**config.mk**
```make
export PLATFORM = sky130hd
export DESIGN_NAME = differential_drive_odometry_unit
export DESIGN_NICKNAME = d
export VERILOG_FILES = /design/src/hw/rtl/ddo_pkg.sv /design/src/hw/rtl/differential_drive_odometry_unit.sv /design/src/hw/rtl/ddo_serial_mul.sv
export SDC_FILE = /design/constraint.sdc
export NUM_CORES = 2
export LEC_CHECK = 0
export BUFFER_PORTS_ARGS = -buffer_cell sky130_fd_sc_hd__buf_2
export CORE_MARGIN = 10
export CORE_UTILIZATION = 55
export CTS_CLUSTER_DIAMETER = 50
export DETAILED_ROUTE_END_ITERATION = 10
export GPL_TIMING_DRIVEN = 0
export PLACE_DENSITY_LB_ADDON = 0.3
export REMOVE_ABC_BUFFERS = 1
export SLEW_MARGIN = 20
export SYNTH_ARGS = -nofsm -noshare
export SYNTH_HDL_FRONTEND = slang
export SYNTH_SLANG_ARGS = --single-unit
```
**constraint.sdc**
```tcl
create_clock -name i_clk -period 9.7 [get_ports i_clk]
set_input_delay 0 -clock i_clk [delete_from_list [all_inputs] [get_ports i_clk]]
set_output_delay 0 -clock i_clk [all_outputs]
set_load 0.02 [all_outputs]
```
**src/hw/rtl/ddo_pkg.sv**
```systemverilog
`timescale 1ns / 1ps
// Shared types and constants for the differential-drive odometry unit.
// Used by ddo_serial_mul, differential_drive_odometry_unit, pose_checker and the testbench; no dependencies.
package ddo_pkg;

    localparam int CNT_W  = 32;    // encoder count width
    localparam int STEP_W = 32;    // per-pulse travel register width
    localparam int GAIN_W = 40;    // heading gain register width
    localparam int ACC_W  = 48;    // position and distance width
    localparam int HEAD_W = 32;    // heading width
    localparam int CFG_W  = 40;    // widest configuration register
    localparam int CFG_IDX_W = 2;

    localparam logic [CFG_IDX_W-1:0] CFG_LEFT_STEP    = 2'd0;
    localparam logic [CFG_IDX_W-1:0] CFG_RIGHT_STEP   = 2'd1;
    localparam logic [CFG_IDX_W-1:0] CFG_HEADING_GAIN = 2'd2;

    // CORDIC rotation engine, Q30 with guard bits
    localparam int CORDIC_STEPS = 28;
    localparam int CORDIC_IDX_W = 5;
    localparam int CORDIC_W     = 33;
    localparam logic [CORDIC_W-1:0] CORDIC_K = 33'd652032874;

    typedef struct packed {
        logic load;    // capture operands, restart the bit counter
        logic run;     // consume one multiplier bit
    } t_mul_ctrl;

    typedef enum logic [4:0] {
        S_IDLE = 5'b00001,
        S_DIST = 5'b00010,
        S_MID  = 5'b00100,
        S_MUL  = 5'b01000,
        S_DONE = 5'b10000
    } t_state;

    // atan(2^-i) in units of 2^-32 turn
    function automatic logic [31:0] atan_turn(input logic [CORDIC_IDX_W-1:0] idx);
        logic [31:0] v;
        case (idx)
            5'd0:  v = 32'h2000_0000;
            5'd1:  v = 32'h12E4_051E;
            5'd2:  v = 32'h09FB_385B;
            5'd3:  v = 32'h0511_11D4;
            5'd4:  v = 32'h028B_0D43;
            5'd5:  v = 32'h0145_D7E1;
            5'd6:  v = 32'h00A2_F61E;
            5'd7:  v = 32'h0051_7C55;
            5'd8:  v = 32'h0028_BE53;
            5'd9:  v = 32'h0014_5F2F;
            5'd10: v = 32'h000A_2F98;
            5'd11: v = 32'h0005_17CC;
            5'd12: v = 32'h0002_8BE6;
            5'd13: v = 32'h0001_45F3;
            5'd14: v = 32'h0000_A2FA;
            5'd15: v = 32'h0000_517D;
            5'd16: v = 32'h0000_28BE;
            5'd17: v = 32'h0000_145F;
            5'd18: v = 32'h0000_0A30;
            5'd19: v = 32'h0000_0518;
            5'd20: v = 32'h0000_028C;
            5'd21: v = 32'h0000_0146;
            5'd22: v = 32'h0000_00A3;
            5'd23: v = 32'h0000_0051;
            5'd24: v = 32'h0000_0029;
            5'd25: v = 32'h0000_0014;
            5'd26: v = 32'h0000_000A;
            5'd27: v = 32'h0000_0005;
            default: v = 32'h0000_0000;
        endcase
        return v;
    endfunction

    // clamp a 50-bit two's complement value to the 48-bit range
    function automatic logic [ACC_W-1:0] sat48(input logic [ACC_W+1:0] v);
        logic [ACC_W-1:0] r;
        if (!v[ACC_W+1] && (v[ACC_W:ACC_W-1] != 2'b00)) begin
            r = {1'b0, {(ACC_W-1){1'b1}}};
        end else if (v[ACC_W+1] && (v[ACC_W:ACC_W-1] != 2'b11)) begin
            r = {1'b1, {(ACC_W-1){1'b0}}};
        end else begin
            r = v[ACC_W-1:0];
        end
        return r;
    endfunction

endpackage

```
**src/hw/rtl/differential_drive_odometry_unit.sv**
```systemverilog
`timescale 1ns / 1ps
// Differential-drive wheel odometry integrator, top level.
// Depends on ddo_pkg and ddo_serial_mul.
//
// Usage:
//   Write left_step, right_step and heading_gain through i_cfg_we / i_cfg_idx /
//   i_cfg_data while the unit is idle; writes take effect at once.
//   Input items (i_left_count, i_right_count, i_new_interval) enter on
//   i_valid / o_ready; one result item (pose, heading, distance, moved) leaves
//   on o_valid / i_ready for every input item.
//   An item that moves goes through a bit-serial wheel-distance multiply
//   (CORDIC running alongside), a step for mean and difference, a bit-serial
//   heading-gain multiply and an accumulate. The very first item after reset
//   only sets the count reference and goes straight to the final step,
//   skipping the arithmetic. A new item is accepted only after the last one
//   has left its final step; o_ready is high only while idle.
//   Reset clears configuration, count reference, pose and distance.
//   The output register holds a result until taken; the next item is accepted
//   and worked on meanwhile, and waits in its final step while i_ready is low.
module differential_drive_odometry_unit #(
    parameter int TRIG_FRAC_BITS = 16
) (
    input  logic                               i_clk,
    input  logic                               i_rst_n,
    input  logic                               i_cfg_we,
    input  logic [ddo_pkg::CFG_IDX_W-1:0]      i_cfg_idx,
    input  logic [ddo_pkg::CFG_W-1:0]          i_cfg_data,
    input  logic                               i_valid,
    output logic                               o_ready,
    input  logic [ddo_pkg::CNT_W-1:0]          i_left_count,
    input  logic [ddo_pkg::CNT_W-1:0]          i_right_count,
    input  logic                               i_new_interval,
    output logic                               o_valid,
    input  logic                               i_ready,
    output logic signed [ddo_pkg::ACC_W-1:0]   o_pos_x,
    output logic signed [ddo_pkg::ACC_W-1:0]   o_pos_z,
    output logic [ddo_pkg::HEAD_W-1:0]         o_heading,
    output logic signed [ddo_pkg::ACC_W-1:0]   o_travelled,
    output logic                               o_moved
);
    import ddo_pkg::*;

    localparam int TRIG_W  = TRIG_FRAC_BITS + 3;
    localparam int DIST_PW = CNT_W + STEP_W + 1;
    localparam int DIFF_W  = ACC_W + 1;
    localparam int GAIN_PW = DIFF_W + GAIN_W + 1;
    localparam int TRIG_PW = ACC_W + TRIG_W;
    localparam logic [CORDIC_W-1:0] ROUND_HALF = CORDIC_W'(1) << (29 - TRIG_FRAC_BITS);
    localparam logic [CORDIC_IDX_W-1:0] ITER_END = CORDIC_IDX_W'(CORDIC_STEPS);

    localparam logic [1:0] QUAD_0 = 2'd0;
    localparam logic [1:0] QUAD_1 = 2'd1;
    localparam logic [1:0] QUAD_2 = 2'd2;

    // configuration
    logic [STEP_W-1:0] r_left_step;
    logic [STEP_W-1:0] r_right_step;
    logic [GAIN_W-1:0] r_heading_gain;

    // integrator state
    logic [CNT_W-1:0]  r_last_left;
    logic [CNT_W-1:0]  r_last_right;
    logic              r_have_ref;
    logic [ACC_W-1:0]  r_acc_x;
    logic [ACC_W-1:0]  r_acc_z;
    logic [ACC_W-1:0]  r_acc_dist;
    logic [HEAD_W-1:0] r_acc_heading;
    logic              r_moved;

    t_state r_state;
    t_state n_state;

    // CORDIC
    logic [CORDIC_W-1:0]     r_cx;
    logic [CORDIC_W-1:0]     r_cy;
    logic [31:0]             r_cz;
    logic [CORDIC_IDX_W-1:0] r_iter;
    logic [1:0]              r_quad;

    // output register
    logic              r_out_valid;
    logic [ACC_W-1:0]  r_out_x;
    logic [ACC_W-1:0]  r_out_z;
    logic [HEAD_W-1:0] r_out_heading;
    logic [ACC_W-1:0]  r_out_dist;
    logic              r_out_moved;

    logic accept;
    logic emit;

    logic [CNT_W-1:0]  d_left;
    logic [CNT_W-1:0]  d_right;
    logic [HEAD_W-1:0] head_eff;
    logic [HEAD_W-1:0] head_rot;
    logic              cordic_run;
    logic              cordic_done;
    logic [CORDIC_W-1:0] shx;
    logic [CORDIC_W-1:0] shy;
    logic [CORDIC_W-1:0] rnd_c;
    logic [CORDIC_W-1:0] rnd_s;
    logic [TRIG_W-1:0] c_raw;
    logic [TRIG_W-1:0] s_raw;
    logic [TRIG_W-1:0] cos_q;
    logic [TRIG_W-1:0] sin_q;

    logic [ACC_W-1:0]  dist_l;
    logic [ACC_W-1:0]  dist_r;
    logic [DIFF_W-1:0] wsum;
    logic [ACC_W-1:0]  mean;
    logic [DIFF_W-1:0] diff;

    t_mul_ctrl dist_ctl;
    t_mul_ctrl mid_ctl;
    logic [DIST_PW-1:0] p_left;
    logic [DIST_PW-1:0] p_right;
    logic [GAIN_PW-1:0] p_turn;
    logic [TRIG_PW-1:0] p_sin;
    logic [TRIG_PW-1:0] p_cos;
    logic done_left;
    logic done_right;
    logic done_turn;
    logic done_sin;
    logic done_cos;

    logic [ACC_W:0]    dx_prod;
    logic [ACC_W:0]    dz_prod;
    logic [ACC_W-1:0]  n_acc_x;
    logic [ACC_W-1:0]  n_acc_z;
    logic [ACC_W-1:0]  n_acc_dist;
    logic [HEAD_W-1:0] n_acc_heading;

    assign o_ready = (r_state == S_IDLE);
    assign accept  = i_valid && o_ready;
    assign emit    = (r_state == S_DONE) && (!r_out_valid || i_ready);

    // wrapped count differences and effective old heading
    assign d_left   = i_left_count - r_last_left;
    assign d_right  = i_right_count - r_last_right;
    assign head_eff = i_new_interval ? '0 : r_acc_heading;
    assign head_rot = head_eff + 32'h2000_0000;

    assign cordic_done = (r_iter == ITER_END);
    assign cordic_run  = (r_state == S_DIST) && !cordic_done;
    assign shx = $signed(r_cy) >>> r_iter;
    assign shy = $signed(r_cx) >>> r_iter;

    // round half up to TRIG_FRAC_BITS and map the quadrant back
    assign rnd_c = r_cx + ROUND_HALF;
    assign rnd_s = r_cy + ROUND_HALF;
    assign c_raw = rnd_c[CORDIC_W-1:30-TRIG_FRAC_BITS];
    assign s_raw = rnd_s[CORDIC_W-1:30-TRIG_FRAC_BITS];

    always_comb begin
        case (r_quad)
            QUAD_0: begin
                cos_q = c_raw;
                sin_q = s_raw;
            end
            QUAD_1: begin
                cos_q = -s_raw;
                sin_q = c_raw;
            end
            QUAD_2: begin
                cos_q = -c_raw;
                sin_q = -s_raw;
            end
            default: begin
                cos_q = s_raw;
                sin_q = -c_raw;
            end
        endcase
    end

    assign dist_l = p_left[CNT_W+STEP_W-1:16];
    assign dist_r = p_right[CNT_W+STEP_W-1:16];
    assign wsum   = {dist_l[ACC_W-1], dist_l} + {dist_r[ACC_W-1], dist_r};
    assign mean   = wsum[DIFF_W-1:1];
    assign diff   = {dist_r[ACC_W-1], dist_r} - {dist_l[ACC_W-1], dist_l};

    assign dist_ctl.load = accept && r_have_ref;
    assign dist_ctl.run  = (r_state == S_DIST);
    assign mid_ctl.load  = (r_state == S_MID);
    assign mid_ctl.run   = (r_state == S_MUL);

    ddo_serial_mul #(.A_W(CNT_W), .B_W(STEP_W + 1)) u_mul_left (
        .i_clk   (i_clk),
        .i_rst_n (i_rst_n),
        .i_ctl   (dist_ctl),
        .i_a     (d_left),
        .i_b     ({1'b0, r_left_step}),
        .o_p     (p_left),
        .o_done  (done_left)
    );

    ddo_serial_mul #(.A_W(CNT_W), .B_W(STEP_W + 1)) u_mul_right (
        .i_clk   (i_clk),
        .i_rst_n (i_rst_n),
        .i_ctl   (dist_ctl),
        .i_a     (d_right),
        .i_b     ({1'b0, r_right_step}),
        .o_p     (p_right),
        .o_done  (done_right)
    );

    ddo_serial_mul #(.A_W(DIFF_W), .B_W(GAIN_W + 1)) u_mul_turn (
        .i_clk   (i_clk),
        .i_rst_n (i_rst_n),
        .i_ctl   (mid_ctl),
        .i_a     (diff),
        .i_b     ({1'b0, r_heading_gain}),
        .o_p     (p_turn),
        .o_done  (done_turn)
    );

    ddo_serial_mul #(.A_W(ACC_W), .B_W(TRIG_W)) u_mul_sin (
        .i_clk   (i_clk),
        .i_rst_n (i_rst_n),
        .i_ctl   (mid_ctl),
        .i_a     (mean),
        .i_b     (sin_q),
        .o_p     (p_sin),
        .o_done  (done_sin)
    );

    ddo_serial_mul #(.A_W(ACC_W), .B_W(TRIG_W)) u_mul_cos (
        .i_clk   (i_clk),
        .i_rst_n (i_rst_n),
        .i_ctl   (mid_ctl),
        .i_a     (mean),
        .i_b     (cos_q),
        .o_p     (p_cos),
        .o_done  (done_cos)
    );

    // floor of product / 2^TRIG_FRAC_BITS, then saturating accumulate
    assign dx_prod = p_sin[TRIG_FRAC_BITS+ACC_W:TRIG_FRAC_BITS];
    assign dz_prod = p_cos[TRIG_FRAC_BITS+ACC_W:TRIG_FRAC_BITS];

    always_comb begin
        n_acc_x       = r_acc_x;
        n_acc_z       = r_acc_z;
        n_acc_dist    = r_acc_dist;
        n_acc_heading = r_acc_heading;
        if (r_moved) begin
            n_acc_x = sat48({{2{r_acc_x[ACC_W-1]}}, r_acc_x} -
                            {dx_prod[ACC_W], dx_prod});
            n_acc_z = sat48({{2{r_acc_z[ACC_W-1]}}, r_acc_z} -
                            {dz_prod[ACC_W], dz_prod});
            n_acc_dist = sat48({{2{r_acc_dist[ACC_W-1]}}, r_acc_dist} +
                               {{2{mean[ACC_W-1]}}, mean});
            n_acc_heading = r_acc_heading + p_turn[63:32];
        end
    end

    always_comb begin
        n_state = r_state;
        case (r_state)
            S_IDLE: begin
                if (accept) begin
                    n_state = r_have_ref ? S_DIST : S_DONE;
                end
            end
            S_DIST: begin
                if (done_left && done_right && cordic_done) begin
                    n_state = S_MID;
                end
            end
            S_MID: begin
                n_state = S_MUL;
            end
            S_MUL: begin
                if (done_turn && done_sin && done_cos) begin
                    n_state = S_DONE;
                end
            end
            S_DONE: begin
                if (emit) begin
                    n_state = S_IDLE;
                end
            end
            default: begin
                n_state = S_IDLE;
            end
        endcase
    end

    always_ff @(posedge i_clk) begin
        if (!i_rst_n) begin
            r_state        <= S_IDLE;
            r_left_step    <= '0;
            r_right_step   <= '0;
            r_heading_gain <= '0;
            r_last_left    <= '0;
            r_last_right   <= '0;
            r_have_ref     <= 1'b0;
            r_moved        <= 1'b0;
            r_acc_x        <= '0;
            r_acc_z        <= '0;
            r_acc_dist     <= '0;
            r_acc_heading  <= '0;
            r_iter         <= ITER_END;
            r_out_valid    <= 1'b0;
        end else begin
            r_state <= n_state;

            if (i_cfg_we) begin
                case (i_cfg_idx)
                    CFG_LEFT_STEP:    r_left_step    <= i_cfg_data[STEP_W-1:0];
                    CFG_RIGHT_STEP:   r_right_step   <= i_cfg_data[STEP_W-1:0];
                    CFG_HEADING_GAIN: r_heading_gain <= i_cfg_data[GAIN_W-1:0];
                    default: ;
                endcase
            end

            if (accept) begin
                r_last_left  <= i_left_count;
                r_last_right <= i_right_count;
                r_have_ref   <= 1'b1;
                r_moved      <= r_have_ref;
                // clear pose and distance before this item is integrated
                if (i_new_interval) begin
                    r_acc_x       <= '0;
                    r_acc_z       <= '0;
                    r_acc_dist    <= '0;
                    r_acc_heading <= '0;
                end
                if (r_have_ref) begin
                    r_iter <= '0;
                end
            end else if (emit) begin
                r_acc_x       <= n_acc_x;
                r_acc_z       <= n_acc_z;
                r_acc_dist    <= n_acc_dist;
                r_acc_heading <= n_acc_heading;
            end

            if (cordic_run) begin
                r_iter <= r_iter + 1'b1;
            end

            if (emit) begin
                r_out_valid <= 1'b1;
            end else if (i_ready) begin
                r_out_valid <= 1'b0;
            end
        end
    end

    // CORDIC datapath: load on accept, one micro-rotation per cycle
    always_ff @(posedge i_clk) begin
        if (accept) begin
            r_cx   <= CORDIC_K;
            r_cy   <= '0;
            r_cz   <= {2'b00, head_rot[29:0]} - 32'h2000_0000;
            r_quad <= head_rot[31:30];
        end else if (cordic_run) begin
            if (!r_cz[31]) begin
                r_cx <= r_cx - shx;
                r_cy <= r_cy + shy;
                r_cz <= r_cz - atan_turn(r_iter);
            end else begin
                r_cx <= r_cx + shx;
                r_cy <= r_cy - shy;
                r_cz <= r_cz + atan_turn(r_iter);
            end
        end
    end

    // output payload, held until taken
    always_ff @(posedge i_clk) begin
        if (emit) begin
            r_out_x       <= n_acc_x;
            r_out_z       <= n_acc_z;
            r_out_heading <= n_acc_heading;
            r_out_dist    <= n_acc_dist;
            r_out_moved   <= r_moved;
        end
    end

    assign o_valid     = r_out_valid;
    assign o_pos_x     = r_out_x;
    assign o_pos_z     = r_out_z;
    assign o_heading   = r_out_heading;
    assign o_travelled = r_out_dist;
    assign o_moved     = r_out_moved;

    a_first_item: assert property (@(posedge i_clk) disable iff (!i_rst_n)
        (accept && !r_have_ref) |=> (r_state == S_DONE && !r_moved))
        else $error("first item did not skip integration");

    a_cordic_before_mid: assert property (@(posedge i_clk) disable iff (!i_rst_n)
        (r_state == S_DIST && n_state == S_MID) |-> (r_iter == ITER_END))
        else $error("sine and cosine used before rotation finished");

    a_mults_before_done: assert property (@(posedge i_clk) disable iff (!i_rst_n)
        (r_state == S_MUL && n_state == S_DONE) |-> (done_sin && done_cos && done_turn))
        else $error("accumulate started before products finished");

    a_valid_source: assert property (@(posedge i_clk) disable iff (!i_rst_n)
        $rose(o_valid) |-> $past(r_state == S_DONE))
        else $error("result shown without finishing an item");

endmodule

```
**src/hw/rtl/ddo_serial_mul.sv**
```systemverilog
`timescale 1ns / 1ps
// Bit-serial signed shift-add multiplier: one multiplier bit per cycle while run is asserted, LSB first.
// Depends on ddo_pkg (t_mul_ctrl).
module ddo_serial_mul #(
    parameter int A_W = 32,
    parameter int B_W = 33
) (
    input  logic                  i_clk,
    input  logic                  i_rst_n,
    input  ddo_pkg::t_mul_ctrl    i_ctl,
    input  logic [A_W-1:0]        i_a,
    input  logic [B_W-1:0]        i_b,
    output logic [A_W+B_W-1:0]    o_p,
    output logic                  o_done
);
    import ddo_pkg::*;

    localparam int CNT_BITS = $clog2(B_W + 1);
    localparam logic [CNT_BITS-1:0] CNT_LAST = CNT_BITS'(B_W - 1);
    localparam logic [CNT_BITS-1:0] CNT_DONE = CNT_BITS'(B_W);

    logic [A_W-1:0]       r_a;
    logic [A_W+B_W-1:0]   r_p;
    logic [A_W+B_W-1:0]   n_p;
    logic [CNT_BITS-1:0]  r_cnt;
    logic [A_W:0]         hi_ext;
    logic [A_W:0]         addend;
    logic [A_W:0]         sum;

    always_comb begin
        hi_ext = {r_p[A_W+B_W-1], r_p[A_W+B_W-1:B_W]};
        addend = r_p[0] ? {r_a[A_W-1], r_a} : '0;
        // the multiplier's top bit carries negative weight
        if (r_cnt == CNT_LAST) begin
            sum = hi_ext - addend;
        end else begin
            sum = hi_ext + addend;
        end
        n_p = {sum, r_p[B_W-1:1]};
    end

    always_ff @(posedge i_clk) begin
        if (!i_rst_n) begin
            r_cnt <= CNT_DONE;
        end else if (i_ctl.load) begin
            r_cnt <= '0;
        end else if (i_ctl.run && (r_cnt != CNT_DONE)) begin
            r_cnt <= r_cnt + 1'b1;
        end
    end

    always_ff @(posedge i_clk) begin
        if (i_ctl.load) begin
            r_a <= i_a;
            r_p <= {{A_W{1'b0}}, i_b};
        end else if (i_ctl.run && (r_cnt != CNT_DONE)) begin
            r_p <= n_p;
        end
    end

    assign o_p    = r_p;
    assign o_done = (r_cnt == CNT_DONE);

endmodule

```
# Yosys cells after proc, flatten, opt, wreduce, memory -nomap -nowiden
# Memories as Yosys holds them, arrays and structs flattened. A register that Yosys moved wholly into a read port is not among the register bits.
# Index checks and enable logic that the tools add are counted.
# totals
romBits,1920
regBits,1177
input_bits,112
wordCells,246
n_memories,2
output_inout_bits,179
# memory_table
memory,depth,width,read_ports,rd_clocked_by_memory_dff,wr,line,rtl
(no name shown),32,30,1,1,0,ddo_pkg.sv:40,case (idx)
(no name shown),32,30,1,1,0,ddo_pkg.sv:40,
# op_classes
shifts,2
mux,78
n_addsub,36
bitwise,1
n_reduce_logical,47
eq_ne,33
# ops
op,n
2-to-1 mux 48 bit,16
2-to-1 mux 32 bit,17
2-to-1 mux 33 bit,6
2-to-1 mux 49 bit,4
adder 33 bit,4
subtractor 33 bit,4
one-hot mux 19 bit (3 select lines),2
2-to-1 mux 50 bit,2
subtractor 48 x 49 -> 50 bit,2
adder 48 x 48 -> 49 bit,2
adder 49 bit,2
subtractor 49 bit,2
subtractor 32 bit,3
2-to-1 mux 40 bit,2
2-to-1 mux 5 bit,16
2-to-1 mux 19 bit,4
adder 33 x 14 -> 33 bit (second input constant),2
>>> shifter 33 x 5 -> 33 bit,2
adder 32 bit,2
adder 50 bit,1
subtractor 50 bit,1
subtractor 48 x 48 -> 49 bit,1
negation 19 bit,2
== test 6 bit (second input constant),6
27 further kinds,92

# Longest topological paths before layout
# depth
depth_word,9
depth_mapped,32
depth_no_buf,27

# Cells and area by module
# A second synthesis with hierarchy kept.
# unflattened
hier_cells,11934
hier_area_um2,98473.2
# by_module_without_submodules
module,instances,cells_per_inst,seq_area_each_um2,area_each_um2
differential_drive_odometry_unit,1,7547,15404.8,58909.0
ddo_serial_mul (u_mul_cos ...),2,994,3072.9,8456.9
ddo_serial_mul (u_mul_left ...),2,664,2712.6,6374.9
ddo_serial_mul (u_mul_turn),1,1071,3803.6,9900.7

# Worst setup path after synthesis
# Ideal clock, no wire load.
# synth_timing
kind,flip-flop to flip-flop
from,register r_state[1]
to,register r_out_heading[0] (netlist: o_heading[0]) (enable)
n_path_buf,1
required_ns,9.090
path_stages_with_launch,6
synth_period_minus_slack_ns,6.549
setup_ns,0.610
slack_ns,3.151
arrival_time_ns,5.939
cell_sequence,dfxtp_1 -> nor3_1 -> nand3b_1 -> nand2b_1 -> inv_2 -> buf_1
# synth_via
elab_chain_len,2
# synth_lines
item,line,rtl
start: declaration,differential_drive_odometry_unit.sv:70,t_state r_state;
start signal: assignment,differential_drive_odometry_unit.sv:304,r_state <= n_state;
== test 5 bit,differential_drive_odometry_unit.sv:134,assign emit = (r_state == S_DONE) && (!r_out_valid || i_ready);
logical AND 1 bit,differential_drive_odometry_unit.sv:134,
net emit,differential_drive_odometry_unit.sv:89,logic emit;
end signal: assignment,differential_drive_odometry_unit.sv:374,r_out_heading <= n_acc_heading;
end: declaration,differential_drive_odometry_unit.sv:84,logic [HEAD_W-1:0] r_out_heading;
# The timed path passes the listed nets, and every way through them passes these cells.
# A chain may end at the register's enable or synchronous reset.

# Worst setup path after layout
# layout_timing
from,register u_mul_right.r_p[37] (netlist: u_mul_right.o_p[37])
to,register r_out_dist[37] (netlist: o_travelled[37]) (data pin)
# layout_via
elab_chain_len,7
elab_cells_between_ends,10
classes_between,add/sub (2); eq/ne (1); mux (3); reduce/logical (4)
# layout_lines
item,line,rtl
start: declaration,ddo_serial_mul.sv:23,logic [A_W+B_W-1:0] r_p;
start signal: assignment,ddo_serial_mul.sv:55,"r_p <= {{A_W{1'b0}}, i_b};"
start signal: assignment,ddo_serial_mul.sv:57,r_p <= n_p;
adder 48 x 48 -> 49 bit (*),differential_drive_odometry_unit.sv:176,"assign wsum = {dist_l[ACC_W-1], dist_l} + {dist_r[ACC_W-1], dist_r};"
net u_mul_cos.i_a[42],ddo_serial_mul.sv:11,"input logic [A_W-1:0] i_a,"
adder 48 x 48 -> 49 bit (*),differential_drive_odometry_unit.sv:249,"n_acc_dist = sat48({{2{r_acc_dist[ACC_W-1]}}, r_acc_dist} +"
inequality test 2 bit,ddo_pkg.sv:79,end else if (v[ACC_W+1] && (v[ACC_W:ACC_W-1] != 2'b11)) begin
logical AND 1 bit,ddo_pkg.sv:79,
2-to-1 mux 48 bit,ddo_pkg.sv:79,
2-to-1 mux 48 bit (*),ddo_pkg.sv:77,if (!v[ACC_W+1] && (v[ACC_W:ACC_W-1] != 2'b00)) begin
2-to-1 mux 48 bit (*),differential_drive_odometry_unit.sv:244,if (r_moved) begin
net n_acc_dist[37],differential_drive_odometry_unit.sv:129,logic [ACC_W-1:0] n_acc_dist;
end signal: assignment,differential_drive_odometry_unit.sv:375,r_out_dist <= n_acc_dist;
end: declaration,differential_drive_odometry_unit.sv:85,logic [ACC_W-1:0] r_out_dist;
# Mark *: on every way through the listed nets, which the timed path passes. The rest lies on a longest branch.

==> results.md <==
- Clock transition at path regs: 0.06 ns
- Most used DFF post-synth: dfxtp_1
- Failing checks: DRC
- Layout area overhead: 12.8%
- CTS Buffer Depth: 3
- Worst Tran Pin Value: 1.27 ns
- Async set-reset flop share out of synthesis: 0
- Post-DP HPWL: 219000 µm
- Final std cells w/o fill: 13900
- Num CTS Buffers: 165
- Ports: 291
- Commonest non-fill, non-tap cell in the layout: nand2_1
- First-pass GRT wire length: 465000 µm
- Crit path max-delay cell type: o22ai_1
- Worst VDD drop: 0.194 mV
- Drt via density: 6.26
- Antenna violations before repair: 8
- Seq/Total Area, Yosys: 0.316
- RSZ-0062 raised after global routing: no
- Vias in the first global route: 83300
- Fmax: 108 MHz
- Slew Limit Fails: 0
- Syn Area/Cell: 8.10 µm²
- Sink Count: 1207
- Slew margin rel.: 0.145
- Crit path kind: flip-flop to flip-flop
- Crit path required time: 10.24 ns
- Total number of vias: 87200
- Worst-path cell chain: ha_1, or3_1, or4_1, nor4_1, a21bo_2, a211oi_1, o31ai_1, a31oi_1, o41ai_1, and4_1, nor2_1, xor2_1, ha_1, and3_1, nand2_1, nor2_1, and2_1, nand3_1, a32oi_1, a31o_2, nand2_1, o22ai_1
- Mapped cell area: 92600 µm²
- Fillers: 14100
- Clock skew: 0.0358 ns
- Library cells used by synthesis: 109
- H-tree depth: 4
- Endpoint class of the critical path: flip-flop
- Die height: 430 µm
- Largest net degree at the start of global routing: 124
- Met2 Resource Use GR: 0.500
- Total number of yosys warnings: 0
- Number of port buffers: 290
- Most frequent cells in the layout: nand2_1 (1658), a21oi_1 (1241), nor2_1 (874)
- CTS tree: built
- CTS root buf: clkbuf_16
- Post-DR wirelength/cell: 21.5 µm
- Run status: complete, but fails checks
- Hold Fails Final Rpt: 0
- Cells after synthesis: 11400
- Cells after DPL: 13400
- Die area: 185000 µm²
- Number of placement rows: 150
- Layout cell share with drive strength beyond 1: 0.0826
- Hold Path Class: primary input to flip-flop
- Worst path top cell family by delay: compound AO/OA/AOI/OAI gates
- Critical-path maximum fanout: 19
- Crit path time final: 9.24 ns
- Die X: 430 µm
- GRT overflow: 0
- Worst-Skew Late Latency: 0.85 ns
- Post-CTS Setup Bufs: 0
- Final critical-path share of the clock period: 0.953
- Worst reg2reg setup slack: 0.46 ns
- Initial Utilization: 0.554
- # setup viols final: 0
- # nets final: 12400
- LEAKAGE: 0.0430 µW
- Number of synthesized flops with an enable pin: 514
- Fin util: 0.625
- Delay of the slowest critical-path stage: 0.80 ns
- # Max-Cap Violations: 0
- DRC marker count from the first detailed-route iteration: 8552
- WP buf/inv: 0
- Critical Path Start Type: flip-flop
- Routed WL: 299000 µm
- Worst hold margin: 0.0446 ns
- GRT Overall Usage: 0.308
- Core Box Area: 167000 µm²
- Grt met1 use: 0.385
- GRT busiest layer: met2
- Yosys reg bits: 1207
- Final ANT Viol Nets: 0
- Met3 Use GR: 0.0501
- Critical Path AT: 9.79 ns
- Power per Cell Area: 188 nW/µm²
- RD Place Congestion: 0.968
- DRC: 2
- Initial DRT Pass Iterations: 9
## cell usage after synthesis (87+ instances only)
master	number	share of area
dfxtp_1	693	0.15
a21o_1	314	0.025
clkbuf_1	546	0.022
a21oi_1	1251	0.068
o21ai_0	664	0.036
nor2b_1	91	0.0061
xor2_1	360	0.034
xnor2_1	472	0.045
and3_1	97	0.0066
ha_1	675	0.091
o21a_1	115	0.0093
o22ai_1	110	0.0074
nand4_1	106	0.0072
nand3_1	319	0.017
nand2_1	1673	0.068
mux2i_1	107	0.012
a31oi_1	129	0.0087
nor2_1	882	0.036
o21bai_1	117	0.0095
inv_1	503	0.020
nor3_1	164	0.0089
o211ai_1	109	0.0088
edfxtp_1	514	0.17
nand2b_1	109	0.0074
o31ai_1	87	0.0071
## power by group
group	internal (µW)	switching, µW	total [µW]
clock network	3770	2590	6360
logic	2880	4290	7170
registers	5840	292	6130
## per-stage QoR
stage          setup WS, ns  cell area, µm²  setup TNS, ns  power (µW)
4_1_cts               0.600          104000              0       19600
5_1_grt              0.0606          104000              0       20700
3_3_place_gp         -12.00           94300       -6612.92       12900
2_1_floorplan         -2.92           90100        -397.18       11400
6_report              0.458          104000              0       19700
3_5_place_dp          0.629           96500              0       13200
## final cells by class
cell class              count  area (µm²)  share of cell area
diodes                      4        10.0           0.0000958
flip-flops and latches   1207       29300               0.281
clock inverters           109        1260              0.0121
clock buffers             202        4490              0.0430
multi-input cells        9080       59200               0.566
repair buffers            599        5510              0.0528
well taps                2204        2760              0.0264
inverters                 514        1970              0.0189
## state kept, by name (all words and copies together) (netlist names), 49 cells and up, named ones only
name,count
u_mul_cos.o_p,67
u_mul_left.o_p,65
u_mul_right.o_p,65
u_mul_sin.o_p,67
u_mul_turn.o_p,90
u_mul_turn.r_a,49
## cell families after synthesis
logic type,count (synthesis),synth area share
AND/OR/NAND/NOR,3817,0.186
AO/OA/AOI/OAI,3477,0.234
flip-flops,1207,0.316
buffers and inverters,1144,0.0481
XOR/XNOR,833,0.0788
adder cells (fa/ha/maj),694,0.0950
multiplexers,259,0.0413
## layer usage
metal,wire [µm],up-vias
met5,37,-
met4,19400,6
met3,21000,727
met2,136000,3497
met1,122000,41400
li1,-,41600
## final timing paths
kind                             from            endpoint  cells after the start
setup / recovery  u_mul_right.o_p[37]     o_travelled[37]                     22
hold / removal         i_cfg_data[28]  r_heading_gain[28]                      4
setup reg to reg  u_mul_right.o_p[37]     o_travelled[37]                     22
hold reg to reg      r_last_right[22]    r_last_right[22]                      2
## worst register-to-register path: cells and delay by family (launching register included)
family	cells	cell delay (ns)
and+or+nand+nor	11	3.16
DFF	1	0.57
adders and majority gates	2	0.74
xor gates and xnor gates	1	0.43
AOI/OAI and AO/OA	8	4.06
## repair_timing
item / in CTS / in global routing
endpoints found under the hold margin: 312 / 0
hold buffers: 225 / 0
gates resized for setup: 0 / 0
No activity file was read; power rests on OpenSTA's default activity.
